**src/sine_sample_generator_macros.svh**
```systemverilog
// Assertion macros for the sine sample generator.
// Included by the top level; relies on nothing else.
`ifndef SINE_SAMPLE_GENERATOR_MACROS_SVH
`define SINE_SAMPLE_GENERATOR_MACROS_SVH

// Same-cycle implication, checked on every rising edge outside reset.
`define SSG_ASSERT_NOW(lbl, clk, rst_n, ante, cons) \
  lbl: assert property (@(posedge clk) disable iff (!rst_n) (ante) |-> (cons)) \
    else $error("ssg assertion failed");

// Next-cycle implication, checked on every rising edge outside reset.
`define SSG_ASSERT_NEXT(lbl, clk, rst_n, ante, cons) \
  lbl: assert property (@(posedge clk) disable iff (!rst_n) (ante) |=> (cons)) \
    else $error("ssg assertion failed");

`endif

```
**src/ssg_pkg.sv**
```systemverilog
// Shared constants and types of the sine sample generator.
// No dependencies; every other file but the macro header refers to it by scoped names.
package ssg_pkg;

  localparam int PHASE_BITS  = 32;
  localparam int SAMPLE_BITS = 16;

  localparam int FRAME_W = 32;
  localparam int PINC_W  = 32;
  localparam int AMP_W   = 15;
  localparam int TURN_W  = 32;  // normalized turn fraction
  localparam int PROD_W  = FRAME_W + PINC_W;

  // Polynomial for sin(pi/2 * x), Q16
  localparam int X_W   = 17;
  localparam int T_W   = 16;
  localparam int P_W   = 17;
  localparam int S15_W = 15;
  localparam logic [P_W-1:0] SIN_A = P_W'(102944);
  localparam logic [T_W-1:0] SIN_B = T_W'(42048);
  localparam logic [12:0]    SIN_C = 13'd4640;
  localparam logic [S15_W-1:0] S15_MAX = {S15_W{1'b1}};

  // Pipeline stage indexes
  localparam int NUM_STAGES = 6;
  localparam int ST_PHASE   = 0;
  localparam int ST_SQUARE  = 1;
  localparam int ST_TERM    = 2;
  localparam int ST_POLY    = 3;
  localparam int ST_SINE    = 4;
  localparam int ST_SCALE   = 5;

  typedef logic [NUM_STAGES-1:0] stage_en_t;

  // Register map
  localparam int ADDR_W = 3;
  localparam logic REG_PHASE_INC = 1'b0;
  localparam logic REG_AMPLITUDE = 1'b1;

  typedef struct packed {
    logic [PINC_W-1:0] phase_increment;
    logic [AMP_W-1:0]  amplitude;
  } cfg_t;

endpackage

```
**src/ssg_frame_if.sv**
```systemverilog
// Request channel carrying one frame index per request.
// Depends on ssg_pkg for the field width.
interface ssg_frame_if;
  logic                        valid;
  logic                        ready;
  logic [ssg_pkg::FRAME_W-1:0] frame_index;

  modport source (output valid, output frame_index, input ready);
  modport sink   (input valid, input frame_index, output ready);
endinterface

```
**src/ssg_sample_if.sv**
```systemverilog
// Request channel carrying one signed audio sample per request.
// Depends on ssg_pkg for the sample width.
interface ssg_sample_if;
  logic                                   valid;
  logic                                   ready;
  logic signed [ssg_pkg::SAMPLE_BITS-1:0] sample;

  modport source (output valid, output sample, input ready);
  modport sink   (input valid, input sample, output ready);
endinterface

```
**src/ssg_apb_regs.sv**
```systemverilog
// APB register file: phase increment and amplitude.
// Depends on ssg_pkg for the register map and the cfg_t type.
module ssg_apb_regs (
  input  logic                        clk_i,
  input  logic                        rst_ni,
  input  logic                        psel,
  input  logic                        penable,
  input  logic                        pwrite,
  input  logic [ssg_pkg::ADDR_W-1:0]  paddr,
  input  logic [31:0]                 pwdata,
  output logic [31:0]                 prdata,
  output logic                        pready,
  output ssg_pkg::cfg_t               cfg_o
);

  ssg_pkg::cfg_t cfg_q, cfg_d;
  logic          wr_en;
  logic          reg_sel;

  assign pready  = 1'b1;
  assign wr_en   = psel && penable && pwrite;
  assign reg_sel = paddr[2];  // byte offset 4*i, low bits ignored

  always_comb begin
    cfg_d = cfg_q;
    if (wr_en) begin
      unique case (reg_sel)
        ssg_pkg::REG_PHASE_INC: cfg_d.phase_increment = pwdata[ssg_pkg::PINC_W-1:0];
        ssg_pkg::REG_AMPLITUDE: cfg_d.amplitude       = pwdata[ssg_pkg::AMP_W-1:0];
        default:                cfg_d = cfg_q;
      endcase
    end
  end

  always_ff @(posedge clk_i or negedge rst_ni) begin
    if (!rst_ni) begin
      cfg_q <= '0;
    end else begin
      cfg_q <= cfg_d;
    end
  end

  always_comb begin
    unique case (reg_sel)
      ssg_pkg::REG_PHASE_INC: prdata = 32'(cfg_q.phase_increment);
      ssg_pkg::REG_AMPLITUDE: prdata = 32'(cfg_q.amplitude);
      default:                prdata = '0;
    endcase
  end

  assign cfg_o = cfg_q;

endmodule

```
**src/ssg_phase.sv**
```systemverilog
// Phase stage: frame index times phase increment, normalized to a turn fraction.
// Depends on ssg_pkg.
module ssg_phase (
  input  logic                         clk_i,
  input  ssg_pkg::stage_en_t           en_i,
  input  logic [ssg_pkg::FRAME_W-1:0]  frame_index_i,
  input  logic [ssg_pkg::PINC_W-1:0]   phase_inc_i,
  output logic [ssg_pkg::TURN_W-1:0]   turn_o
);

  logic [ssg_pkg::PROD_W-1:0] prod;
  logic [ssg_pkg::PROD_W-1:0] prod_aligned;
  logic [ssg_pkg::TURN_W-1:0] turn_q;

  assign prod = ssg_pkg::PROD_W'(frame_index_i) * ssg_pkg::PROD_W'(phase_inc_i);
  // Drop bits above the phase width, then take the top of the word as the turn.
  assign prod_aligned = prod << (ssg_pkg::PROD_W - ssg_pkg::PHASE_BITS);

  always_ff @(posedge clk_i) begin
    if (en_i[ssg_pkg::ST_PHASE]) begin
      turn_q <= prod_aligned[ssg_pkg::PROD_W-1 -: ssg_pkg::TURN_W];
    end
  end

  assign turn_o = turn_q;

endmodule

```
**src/ssg_poly.sv**
```systemverilog
// Quarter-wave sine polynomial over four pipeline stages, one multiply each.
// Depends on ssg_pkg.
module ssg_poly (
  input  logic                          clk_i,
  input  ssg_pkg::stage_en_t            en_i,
  input  logic [ssg_pkg::TURN_W-1:0]    turn_i,
  output logic [ssg_pkg::S15_W-1:0]     mag_o,
  output logic                          neg_o
);

  localparam int XX_W = 2 * ssg_pkg::X_W;

  // stage: square
  logic [1:0]                  quad;
  logic [15:0]                 frac;
  logic [ssg_pkg::X_W-1:0]     x_arg;
  logic [XX_W-1:0]             xx;
  logic [ssg_pkg::X_W-1:0]     x1_q, x2a_q;
  logic                        neg1_q;

  // stage: inner term
  logic [29:0]                 cx2;
  logic [ssg_pkg::T_W-1:0]     t_d;
  logic [ssg_pkg::X_W-1:0]     x2_q, x2b_q;
  logic [ssg_pkg::T_W-1:0]     t_q;
  logic                        neg2_q;

  // stage: outer term
  logic [32:0]                 x2t;
  logic [ssg_pkg::P_W-1:0]     p_d;
  logic [ssg_pkg::X_W-1:0]     x3_q;
  logic [ssg_pkg::P_W-1:0]     p_q;
  logic                        neg3_q;

  // stage: final product and Q15 rounding
  logic [XX_W-1:0]             xp;
  logic [17:0]                 s16;
  logic [17:0]                 s15_wide;
  logic [ssg_pkg::S15_W-1:0]   s15_d;
  logic [ssg_pkg::S15_W-1:0]   s15_q;
  logic                        neg4_q;

  assign quad  = turn_i[31:30];
  assign frac  = turn_i[29:14];
  // Odd quadrants run the quarter wave backwards.
  assign x_arg = quad[0] ? (ssg_pkg::X_W'(17'h10000) - ssg_pkg::X_W'(frac))
                         : ssg_pkg::X_W'(frac);
  assign xx    = XX_W'(x_arg) * XX_W'(x_arg) + XX_W'(32768);

  always_ff @(posedge clk_i) begin
    if (en_i[ssg_pkg::ST_SQUARE]) begin
      x1_q   <= x_arg;
      x2a_q  <= xx[16 +: ssg_pkg::X_W];
      neg1_q <= quad[1];
    end
  end

  assign cx2 = 30'(ssg_pkg::SIN_C) * 30'(x2a_q) + 30'(32768);
  assign t_d = ssg_pkg::SIN_B - ssg_pkg::T_W'(cx2[29:16]);

  always_ff @(posedge clk_i) begin
    if (en_i[ssg_pkg::ST_TERM]) begin
      x2_q   <= x1_q;
      x2b_q  <= x2a_q;
      t_q    <= t_d;
      neg2_q <= neg1_q;
    end
  end

  assign x2t = 33'(x2b_q) * 33'(t_q) + 33'(32768);
  assign p_d = ssg_pkg::SIN_A - ssg_pkg::P_W'(x2t[32:16]);

  always_ff @(posedge clk_i) begin
    if (en_i[ssg_pkg::ST_POLY]) begin
      x3_q   <= x2_q;
      p_q    <= p_d;
      neg3_q <= neg2_q;
    end
  end

  assign xp       = XX_W'(x3_q) * XX_W'(p_q) + XX_W'(32768);
  assign s16      = xp[XX_W-1:16];
  assign s15_wide = (s16 + 18'd1) >> 1;
  assign s15_d    = (s15_wide > 18'(ssg_pkg::S15_MAX)) ? ssg_pkg::S15_MAX
                                                       : s15_wide[ssg_pkg::S15_W-1:0];

  always_ff @(posedge clk_i) begin
    if (en_i[ssg_pkg::ST_SINE]) begin
      s15_q  <= s15_d;
      neg4_q <= neg3_q;
    end
  end

  assign mag_o = s15_q;
  assign neg_o = neg4_q;

endmodule

```
**src/ssg_scale.sv**
```systemverilog
// Gain stage: amplitude times sine magnitude, rounded, signed and saturated.
// Depends on ssg_pkg; holds the output register.
module ssg_scale (
  input  logic                                   clk_i,
  input  ssg_pkg::stage_en_t                     en_i,
  input  logic [ssg_pkg::AMP_W-1:0]              amplitude_i,
  input  logic [ssg_pkg::S15_W-1:0]              mag_i,
  input  logic                                   neg_i,
  output logic signed [ssg_pkg::SAMPLE_BITS-1:0] sample_o
);

  localparam int M_W    = ssg_pkg::AMP_W + ssg_pkg::S15_W + 1;
  localparam int RSHIFT = 31 - ssg_pkg::SAMPLE_BITS;
  localparam logic [M_W-1:0] HALF    = M_W'(1) << (RSHIFT - 1);
  localparam logic [M_W-1:0] POS_LIM = (M_W'(1) << (ssg_pkg::SAMPLE_BITS - 1)) - M_W'(1);
  localparam logic [M_W-1:0] NEG_LIM = M_W'(1) << (ssg_pkg::SAMPLE_BITS - 1);
  localparam logic [ssg_pkg::SAMPLE_BITS-1:0] S_MAX = POS_LIM[ssg_pkg::SAMPLE_BITS-1:0];
  localparam logic [ssg_pkg::SAMPLE_BITS-1:0] S_MIN = NEG_LIM[ssg_pkg::SAMPLE_BITS-1:0];

  logic [M_W-1:0]                  prod;
  logic [M_W-1:0]                  mag_rnd;
  logic [ssg_pkg::SAMPLE_BITS-1:0] mag_trunc;
  logic [ssg_pkg::SAMPLE_BITS-1:0] sample_d;
  logic [ssg_pkg::SAMPLE_BITS-1:0] sample_q;

  assign prod      = M_W'(amplitude_i) * M_W'(mag_i);
  // Round half away from zero on the magnitude, sign applied afterwards.
  assign mag_rnd   = (prod + HALF) >> RSHIFT;
  assign mag_trunc = mag_rnd[ssg_pkg::SAMPLE_BITS-1:0];

  always_comb begin
    if (neg_i) begin
      sample_d = (mag_rnd > NEG_LIM) ? S_MIN : (~mag_trunc + 1'b1);
    end else begin
      sample_d = (mag_rnd > POS_LIM) ? S_MAX : mag_trunc;
    end
  end

  always_ff @(posedge clk_i) begin
    if (en_i[ssg_pkg::ST_SCALE]) begin
      sample_q <= sample_d;
    end
  end

  assign sample_o = $signed(sample_q);

endmodule

```
**src/sine_sample_generator.sv**
```systemverilog
// Sine sample generator (direct digital synthesis).
// Frame channel: each request carries an absolute frame index. Sample
// channel: each request returns amplitude * sin(2*pi*frame*inc / 2^32)
// as a signed Q1.15 sample, rounded and saturated, in request order.
// Configuration: APB port, phase increment at 0x0, amplitude at 0x4.
// Write only while no requests are in flight; pready is tied high.
// Pipeline: a frame passes through six register stages in order (phase
// multiply, x^2, inner term, outer term, sine, gain) that each hold one
// multiplier. Throughput: one request per cycle while the sample receiver is ready.
// Stalls: each stage holds when it is full and the one after it cannot
// move; empty stages keep filling, so frame ready drops only when all six
// stages hold data and the sample receiver is not ready.
// Reset: clears all stage valid bits and both registers to zero, which
// gives silent output until the amplitude is written.
// Depends on ssg_pkg, the channel interfaces, the stage modules and the
// assertion macro header.
`include "sine_sample_generator_macros.svh"

module sine_sample_generator (
  input  logic                        clk_i,
  input  logic                        rst_ni,
  ssg_frame_if.sink                   frame_if,
  ssg_sample_if.source                sample_if,
  input  logic                        psel,
  input  logic                        penable,
  input  logic                        pwrite,
  input  logic [ssg_pkg::ADDR_W-1:0]  paddr,
  input  logic [31:0]                 pwdata,
  output logic [31:0]                 prdata,
  output logic                        pready
);

  ssg_pkg::cfg_t                   cfg;
  ssg_pkg::stage_en_t              stage_en;
  logic [ssg_pkg::NUM_STAGES-1:0]  valid_q, valid_d;
  logic [ssg_pkg::TURN_W-1:0]      turn;
  logic [ssg_pkg::S15_W-1:0]       sine_mag;
  logic                            sine_neg;
  logic                            frame_acc;

  ssg_apb_regs u_regs (
    .clk_i   (clk_i),
    .rst_ni  (rst_ni),
    .psel    (psel),
    .penable (penable),
    .pwrite  (pwrite),
    .paddr   (paddr),
    .pwdata  (pwdata),
    .prdata  (prdata),
    .pready  (pready),
    .cfg_o   (cfg)
  );

  // Stage k loads when it is empty or its content moves on; the last stage
  // moves on when the receiver takes the sample.
  always_comb begin
    stage_en[ssg_pkg::NUM_STAGES-1] = !valid_q[ssg_pkg::NUM_STAGES-1] || sample_if.ready;
    for (int k = ssg_pkg::NUM_STAGES - 2; k >= 0; k--) begin
      stage_en[k] = !valid_q[k] || stage_en[k+1];
    end
  end

  assign frame_if.ready = stage_en[ssg_pkg::ST_PHASE];
  assign frame_acc      = frame_if.valid && frame_if.ready;

  always_comb begin
    valid_d = valid_q;
    if (stage_en[0]) begin
      valid_d[0] = frame_if.valid;
    end
    for (int k = 1; k < ssg_pkg::NUM_STAGES; k++) begin
      if (stage_en[k]) begin
        valid_d[k] = valid_q[k-1];
      end
    end
  end

  always_ff @(posedge clk_i or negedge rst_ni) begin
    if (!rst_ni) begin
      valid_q <= '0;
    end else begin
      valid_q <= valid_d;
    end
  end

  ssg_phase u_phase (
    .clk_i         (clk_i),
    .en_i          (stage_en),
    .frame_index_i (frame_if.frame_index),
    .phase_inc_i   (cfg.phase_increment),
    .turn_o        (turn)
  );

  ssg_poly u_poly (
    .clk_i  (clk_i),
    .en_i   (stage_en),
    .turn_i (turn),
    .mag_o  (sine_mag),
    .neg_o  (sine_neg)
  );

  ssg_scale u_scale (
    .clk_i       (clk_i),
    .en_i        (stage_en),
    .amplitude_i (cfg.amplitude),
    .mag_i       (sine_mag),
    .neg_i       (sine_neg),
    .sample_o    (sample_if.sample)
  );

  assign sample_if.valid = valid_q[ssg_pkg::NUM_STAGES-1];

  // An accepted frame always lands in the first stage.
  `SSG_ASSERT_NEXT(a_accept_fills, clk_i, rst_ni, frame_acc, valid_q[ssg_pkg::ST_PHASE])

  // Ready is withheld only when every stage is full and the output stalls.
  `SSG_ASSERT_NOW(a_ready_only_full, clk_i, rst_ni, !frame_if.ready, (&valid_q) && !sample_if.ready)

  // Zero gain must give silence.
  `SSG_ASSERT_NOW(a_zero_gain, clk_i, rst_ni, sample_if.valid && (cfg.amplitude == '0), sample_if.sample == '0)

  // Magnitudes never exceed full scale, so the most negative code never shows.
  `SSG_ASSERT_NOW(a_no_min_code, clk_i, rst_ni, sample_if.valid, sample_if.sample != {1'b1, {(ssg_pkg::SAMPLE_BITS-1){1'b0}}})

endmodule
```
**src/flat_wrapper.sv**
```systemverilog
// flat-port wrapper written by rule: the top's interface ports become plain ports
module sine_sample_generator_flat 
  (clk_i, rst_ni, psel, penable, pwrite, paddr, pwdata, prdata, pready, frame_if_valid, frame_if_frame_index, frame_if_ready, sample_if_valid, sample_if_sample, sample_if_ready);
  ssg_frame_if frame_if_i ();
  ssg_sample_if sample_if_i ();
  input  logic clk_i;
  input  logic rst_ni;
  input  logic psel;
  input  logic penable;
  input  logic pwrite;
  input  logic [ssg_pkg::ADDR_W-1:0] paddr;
  input  logic [31:0] pwdata;
  output logic [31:0] prdata;
  output logic pready;
  input wire logic [$bits(frame_if_i.valid)-1:0] frame_if_valid;
  input wire logic [$bits(frame_if_i.frame_index)-1:0] frame_if_frame_index;
  output wire logic [$bits(frame_if_i.ready)-1:0] frame_if_ready;
  output wire logic [$bits(sample_if_i.valid)-1:0] sample_if_valid;
  output wire logic [$bits(sample_if_i.sample)-1:0] sample_if_sample;
  input wire logic [$bits(sample_if_i.ready)-1:0] sample_if_ready;
  assign frame_if_i.valid = frame_if_valid;
  assign frame_if_i.frame_index = frame_if_frame_index;
  assign frame_if_ready = frame_if_i.ready;
  assign sample_if_valid = sample_if_i.valid;
  assign sample_if_sample = sample_if_i.sample;
  assign sample_if_i.ready = sample_if_ready;
  sine_sample_generator u_core (.clk_i(clk_i), .rst_ni(rst_ni), .frame_if(frame_if_i), .sample_if(sample_if_i), .psel(psel), .penable(penable), .pwrite(pwrite), .paddr(paddr), .pwdata(pwdata), .prdata(prdata), .pready(pready));
endmodule
```
**config.mk**
```make
export PLATFORM = sky130hd
export DESIGN_NAME = sine_sample_generator_flat
export DESIGN_NICKNAME = d
export VERILOG_FILES = /design/src/ssg_pkg.sv /design/src/ssg_frame_if.sv /design/src/ssg_sample_if.sv /design/src/ssg_apb_regs.sv /design/src/ssg_phase.sv /design/src/ssg_poly.sv /design/src/ssg_scale.sv /design/src/sine_sample_generator.sv /design/src/flat_wrapper.sv
export VERILOG_INCLUDE_DIRS = /design/src /design/src/src
export SDC_FILE = /design/constraint.sdc
export NUM_CORES = 2
export LEC_CHECK = 0
export BUFFER_PORTS_ARGS = -buffer_cell sky130_fd_sc_hd__buf_2
export CORE_MARGIN = 2
export CORE_UTILIZATION = 60
export CTS_CLUSTER_SIZE = 28
export DETAILED_ROUTE_END_ITERATION = 6
export PLACE_DENSITY = 0.79
export SKIP_CTS_REPAIR_TIMING = 1
export SLEW_MARGIN = 5
export SYNTH_ARGS = -nofsm -noshare
export SYNTH_HDL_FRONTEND = slang
export SYNTH_SLANG_ARGS = --single-unit
```
**constraint.sdc**
```tcl
create_clock -name clk_i -period 10.4 [get_ports clk_i]
set_input_delay 1.04 -clock clk_i [delete_from_list [all_inputs] [get_ports clk_i]]
set_output_delay 1.04 -clock clk_i [all_outputs]
set_load 0.05 [all_outputs]
```
Yosys cells after proc, flatten, opt, wreduce, memory -nomap -nowiden
Index checks and enable logic that the tools add are counted.
{"block": "totals", "latchBits": 0, "word_cells": 64, "rom_bits": 0, "ff_bits": 238, "ram_bits": 0, "output_inout_bits": 51, "mem_count": 0, "inputBits": 74}
{"block": "classes", "n_addsub": 10, "shifts": 0, "div_mod_pow": 0, "n_mul": 6, "magnitude_cmp": 3, "mux": 5, "n_reduce_logical": 16, "eq_ne": 0, "bitwise_logic": 2}
{"op": "adder 33 x 16 -> 33 bit, second input constant", "count": 2}
{"op": "case mux 32 bit (2 select lines)", "count": 1}
{"op": "2-to-1 mux 16 bit", "count": 3}
{"op": "adder 34 x 16 -> 34 bit, second input constant", "count": 1}
{"op": "multiplier 17 x 17 -> 34 bit", "count": 1}
{"op": "multiplier 17 x 16 -> 33 bit", "count": 1}
{"op": "multiplier 17 x 17 -> 33 bit", "count": 1}
{"op": "multiplier 32 x 32 -> 32 bit", "count": 1}
{"op": "adder 30 x 15 -> 31 bit, second input constant", "count": 1}
{"op": "adder 30 x 16 -> 30 bit, second input constant", "count": 1}
{"op": "multiplier 15 x 15 -> 30 bit", "count": 1}
{"op": "multiplier 8 x 17 -> 25 bit, first input constant", "count": 1}
{"op": "adder 18 x 1 -> 18 bit, second input constant", "count": 1}
{"op": "greater-than comparator 17 x 15 -> 1 bit, second input constant", "count": 1}
{"op": "2-to-1 mux 17 bit", "count": 1}
{"op": "subtractor 17 x 16 -> 17 bit, first input constant", "count": 1}
{"op": "subtractor 17 bit, first input constant", "count": 1}
{"op": "adder 16 x 1 -> 16 bit, second input constant", "count": 1}
{"op": "greater-than comparator 16 x 15 -> 1 bit, second input constant", "count": 1}
{"op": "greater-than comparator 16 bit, second input constant", "count": 1}
{"op": "NOT 16 bit", "count": 1}
{"op": "subtractor 16 x 14 -> 16 bit, first input constant", "count": 1}
{"op": "logical NOT 1 bit", "count": 6}
{"op": "logical OR 1 bit", "count": 6}
{"op": "3 further kinds", "count": 5}

Longest topological paths before layout
{"block": "depth", "word_depth": 7, "mapped_depth": 35, "depth_no_buf": 33}

Modules after synthesis
A second synthesis with hierarchy kept.
{"block": "hier_totals", "hier_cells": 6553, "area_unflattened_um2": 61838.1}
{"mod": "ssg_poly", "n_inst": 1, "seq_area_each_um2": 4113.9, "area_per_inst_um2": 33353.2, "cells_per_inst": 3548}
{"mod": "ssg_phase", "n_inst": 1, "seq_area_each_um2": 960.9, "area_per_inst_um2": 16962.5, "cells_per_inst": 1802}
{"mod": "ssg_scale", "n_inst": 1, "seq_area_each_um2": 480.5, "area_per_inst_um2": 9057.4, "cells_per_inst": 1045}
{"mod": "ssg_apb_regs", "n_inst": 1, "seq_area_each_um2": 1176.1, "area_per_inst_um2": 2215.9, "cells_per_inst": 138}
{"mod": "sine_sample_generator", "n_inst": 1, "seq_area_each_um2": 150.1, "area_per_inst_um2": 249.0, "cells_per_inst": 20}

Worst setup path before layout
OpenSTA, ideal clock, no wires.
{"block": "synth_path", "kind": "reg-to-reg", "start": "register u_core.u_poly.t_q[4] (netlist bit)", "end": "register u_core.u_poly.p_q[14] (netlist bit), data pin", "stages_incl_launch_ff": 31, "setup_time_ns": 0.265, "period_less_slack_ns": 8.194, "n_path_buf": 2, "arrival_ns": 7.929, "slack_ns": 2.206, "required_time_ns": 10.135, "cell_sequence": "edfxtp_1 > clkbuf_1 > clkbuf_1 > nand2_1 > fa_1 > inv_1 > fa_1 > inv_1 > fa_1 > inv_1 > fa_1 > inv_1 > fa_1 > inv_1 > fa_1 > ha_1 > a21oi_1 > o21ai_0 > a2111oi_0 > a211oi_1 > or2_2 > a21o_1 > xnor2_1 > ha_1 > or3b_2 > o311a_1 > o41a_1 > o21a_1 > a211o_1 > a22oi_1 > xor2_1"}
{"block": "synth_between", "elab_chain_len": 3}
{"element": "start: declaration", "line": "ssg_poly.sv:25", "source": "logic [ssg_pkg::T_W-1:0] t_q;"}
{"element": "start signal: assignment", "line": "ssg_poly.sv:65", "source": "t_q <= t_d;"}
{"element": "multiplier 17 x 16 -> 33 bit", "line": "ssg_poly.sv:70", "source": "assign x2t = 33'(x2b_q) * 33'(t_q) + 33'(32768);"}
{"element": "adder 33 x 16 -> 33 bit", "line": "ssg_poly.sv:70"}
{"element": "subtractor 17 bit", "line": "ssg_poly.sv:71", "source": "assign p_d = ssg_pkg::SIN_A - ssg_pkg::P_W'(x2t[32:16]);"}
{"element": "via u_core.u_poly.p_d, one bit", "line": "ssg_poly.sv:30", "source": "logic [ssg_pkg::P_W-1:0] p_d;"}
{"element": "end signal: assignment", "line": "ssg_poly.sv:76", "source": "p_q <= p_d;"}
{"element": "end: declaration", "line": "ssg_poly.sv:32", "source": "logic [ssg_pkg::P_W-1:0] p_q;"}
The timed path passes the listed nets, and every way through them passes these cells.
A chain may end at the register's enable or synchronous reset.

Worst setup path after layout
{"block": "layout_path", "start": "register u_core.u_poly.p_q[5] (netlist bit)", "end": "register u_core.u_poly.s15_q, in the netlist u_core.u_poly.mag_o[1], data pin"}
{"block": "layout_between", "elab_chain_len": 4}
{"element": "multiplier 17 x 17 -> 34 bit *", "line": "ssg_poly.sv:81", "source": "assign xp = XX_W'(x3_q) * XX_W'(p_q) + XX_W'(32768);"}
{"element": "adder 34 x 16 -> 34 bit *", "line": "ssg_poly.sv:81"}
{"element": "adder 18 x 1 -> 18 bit *", "line": "ssg_poly.sv:83", "source": "assign s15_wide = (s16 + 18'd1) >> 1;"}
{"element": "greater-than comparator 17 x 15 -> 1 bit", "line": "ssg_poly.sv:84", "source": "assign s15_d = (s15_wide > 18'(ssg_pkg::S15_MAX)) ? ssg_pkg::S15_MAX"}
{"element": "end signal: assignment", "line": "ssg_poly.sv:89", "source": "s15_q <= s15_d;"}
{"element": "end: declaration", "line": "ssg_poly.sv:40", "source": "logic [ssg_pkg::S15_W-1:0] s15_q;"}
Mark *: on every way between the ends. The rest lies on a longest branch, timed or not.

==> flow_metrics.tcl <==
set metrics [dict create \
    outcome "completed" \
    max_slew_margin 0.273 \
    r2r_end "u_core.u_poly.mag_o[1]$_SDFFCE_PN1P_" \
    cts_made_buffers 26 \
    syn_to_final_growth_pct 4.31 \
    antenna_cells 0 \
    hold_ws_ps 417 \
    async_flop_share 0.237 \
    fp.dieArea_mm2 0.101 \
    htreeDepth 1 \
    cp-end-kind "flop" \
    grt_overflow 0 \
    syn_avg_cell_area_um2 9.33 \
    drive_above_1_share 0.0496 \
    netlist_top_cells_area "fa_1 41%, ha_1 13%, inv_1 9.6%" \
    hpwl_mm 110 \
    numPortBuffers 121 \
    start_util 0.604 \
    core_mm2 0.0981 \
    stdcell_count 7635 \
    crit_arrival_ps 9950 \
    grt_pass1_wl_mm 232 \
    num_vias 42600 \
    crit_top_cell "fa_1" \
    wl_met3_mm 11.1 \
    crit_path_max_fanout 17 \
    slew_viol_final 0 \
    antenna_found_initial 1 \
    clk_latency_ps 580 \
    gp_congestion 0.921 \
    clock-sinks 224 \
    critPathCapture "u_core.u_poly.mag_o[1]$_SDFFCE_PN1P_" \
    fin_nets 8237 \
    top_layer "met4" \
    yosys.area.top_type "fa_1" \
    routed_wl_mm 138 \
    first_iter_violations 2980 \
    synth_cells 6358 \
    clock_path_buffers 3 \
    wl_met1_mm 54.3 \
    critPathSlowestCell "a221oi_1" \
    fmax_ghz 0.105 \
    worst_slew_pin_slew_ps 1090 \
    grt_max_degree 54 \
    ant_nets 0 \
    hold_class "reg -> reg" \
    max_stage_delay_ps 820 \
    yosys_warnings 0 \
    synth_flop_cell "edfxtp_1" \
    synth_edf_count 171 \
    setup_viol 0 \
    clk_pin_slew_ps 60 \
    globalRouteTotalUtil 0.282 \
    reg2regPathDepth 29 \
    die_w_um 318 \
    whs_path_depth 0 \
    required_ps 10820 \
    dr_wl_met2_mm 67.6 \
    worstSetupStartpoint "u_core.u_poly.p_q[5]$_DFFE_PP_" \
    rsz0062_at_grt "no" \
    remaining_drc_errors 0 \
    finalHoldViolCount 0 \
    wl_per_cell_um 18.0 \
    synth_common_cells "1,514 x inv_1, 1,208 x fa_1, 970 x nand2_1, 626 x ha_1, 512 x and2_1" \
    worstSetupPathType "reg -> reg" \
    grt_pass1_vias 46900 \
    post_synth_num_cell_types 89 \
    placed_cell_area_mm2 0.0611 \
    reg2reg_slack_ps 870 \
    cts_tree "done" \
    synth_top_area_frac 0.408 \
    setup_tns_ps 0 \
    drtPass1Iterations 5 \
    drv_cap 0 \
    ios 125 \
    design_area_mm2 0.0619 \
    die_y_um 318 \
    vias_per_cell 5.58 \
    skew_ps 17.5 \
    ys_seq_area_frac 0.109 \
    post-route-period-util 0.917 \
    clock-root-buffer "clkbuf_16" \
    yosysMostFrequentCell "inv_1" \
    dpl.cell_count 7588 \
    synth_area_mm2 0.0593 \
    rows 115 \
    r2r-start "u_core.u_poly.p_q[5]$_DFFE_PP_" \
    ys_seq_elements 224 \
    startpoint_type "flop" \
    period_needed_ps 9530 \
]
-- cells by family (layout without fill, tap and decap cells) --
group | after synthesis | count (layout) | share of synthesized area
AND/OR/NAND/NOR | 1888 | 1888 | 0.152
flip-flops | 224 | 224 | 0.109
other | 2 | 12 | 0.000127
multiplexers | 70 | 70 | 0.0132
XOR/XNOR | 234 | 234 | 0.0346
AO/OA/AOI/OAI | 339 | 339 | 0.0393
adder cells (fa/ha/maj) | 1835 | 1835 | 0.540
buffers and inverters | 1766 | 1746 | 0.112
-- layout make-up --
type	instances	area [µm²]
Fill cell	7826	36300
Clock inverter	17	135
Clock buffer	30	666
Sequential cell	224	6460
Multi-Input combinational cell	4378	46200
Tap cell	1287	1610
Inverter	1520	5710
Timing Repair Buffer	179	1040
-- registers in the layout (all words and copies together), names as in the netlist, 6 cells and up --
signal	count
u_core.valid_q	6
u_core.u_poly.x2b_q	17
u_core.u_poly.x3_q	17
u_core.u_poly.p_q	17
u_core.u_scale.sample_o	16
u_core.u_poly.x1_q	17
u_core.u_poly.x2_q	17
u_core.u_poly.mag_o	15
u_core.u_regs.cfg_o	47
u_core.u_poly.x2a_q	17
u_core.u_phase.turn_o	18
u_core.u_poly.t_q	16
-- worst max-delay path: cells and delay by family (launching register included) --
kind	cells	cell delay, ps
adder cells (fa/ha/maj)	8	3560
AND/OR/NAND/NOR	8	2250
AO/OA/AOI/OAI	8	2250
flip-flops	1	690
XOR/XNOR	1	400
buffers and inverters	4	200
-- metrics by stage --
step,worst slack [ps],utilization
2_1_floorplan,2210,-
3_3_place_gp,1380,0.622
3_5_place_dp,1080,0.622
4_1_cts,1020,0.630
5_1_grt,434,0.630
6_report,868,0.630
-- worst min path at each step --
stage                                   startpoint                               end  slack (ps)
6_report           u_core.u_poly.x2_q[1]$_DFFE_PP_   u_core.u_poly.x3_q[1]$_DFFE_PP_         420
3_3_place_gp        u_core.u_poly.neg1_q$_DFFE_PP_    u_core.u_poly.neg2_q$_DFFE_PP_         400
3_5_place_dp       u_core.u_poly.x2_q[1]$_DFFE_PP_   u_core.u_poly.x3_q[1]$_DFFE_PP_         400
2_1_floorplan  u_core.u_phase.turn_o[31]$_DFFE_PP_    u_core.u_poly.neg1_q$_DFFE_PP_         400
4_1_cts            u_core.u_poly.x2_q[1]$_DFFE_PP_   u_core.u_poly.x3_q[1]$_DFFE_PP_         420
5_1_grt           u_core.u_poly.x2_q[10]$_DFFE_PP_  u_core.u_poly.x3_q[10]$_DFFE_PP_         420
-- metal layers --
metal | global-route usage | up-vias
met3 | 0.0443 | 330
met5 | 0 | -
met4 | 0.0936 | 0
met1 | 0.369 | 21600
li1 | - | 19000
met2 | 0.483 | 1722
-- cell usage in the layout (no fill, tap or decap), drive strengths merged, types with 81 or more instances in the layout --
master and count:
xnor2 153, buf 179, nor2 161, inv 1518, nand2 970, and2 512
a21oi 86, fa 1208, ha 626, xor2 81, edfxtp 171
Power is not shown: default switching activity piles up to over one toggle a cycle in this logic, so the estimate is an artifact.
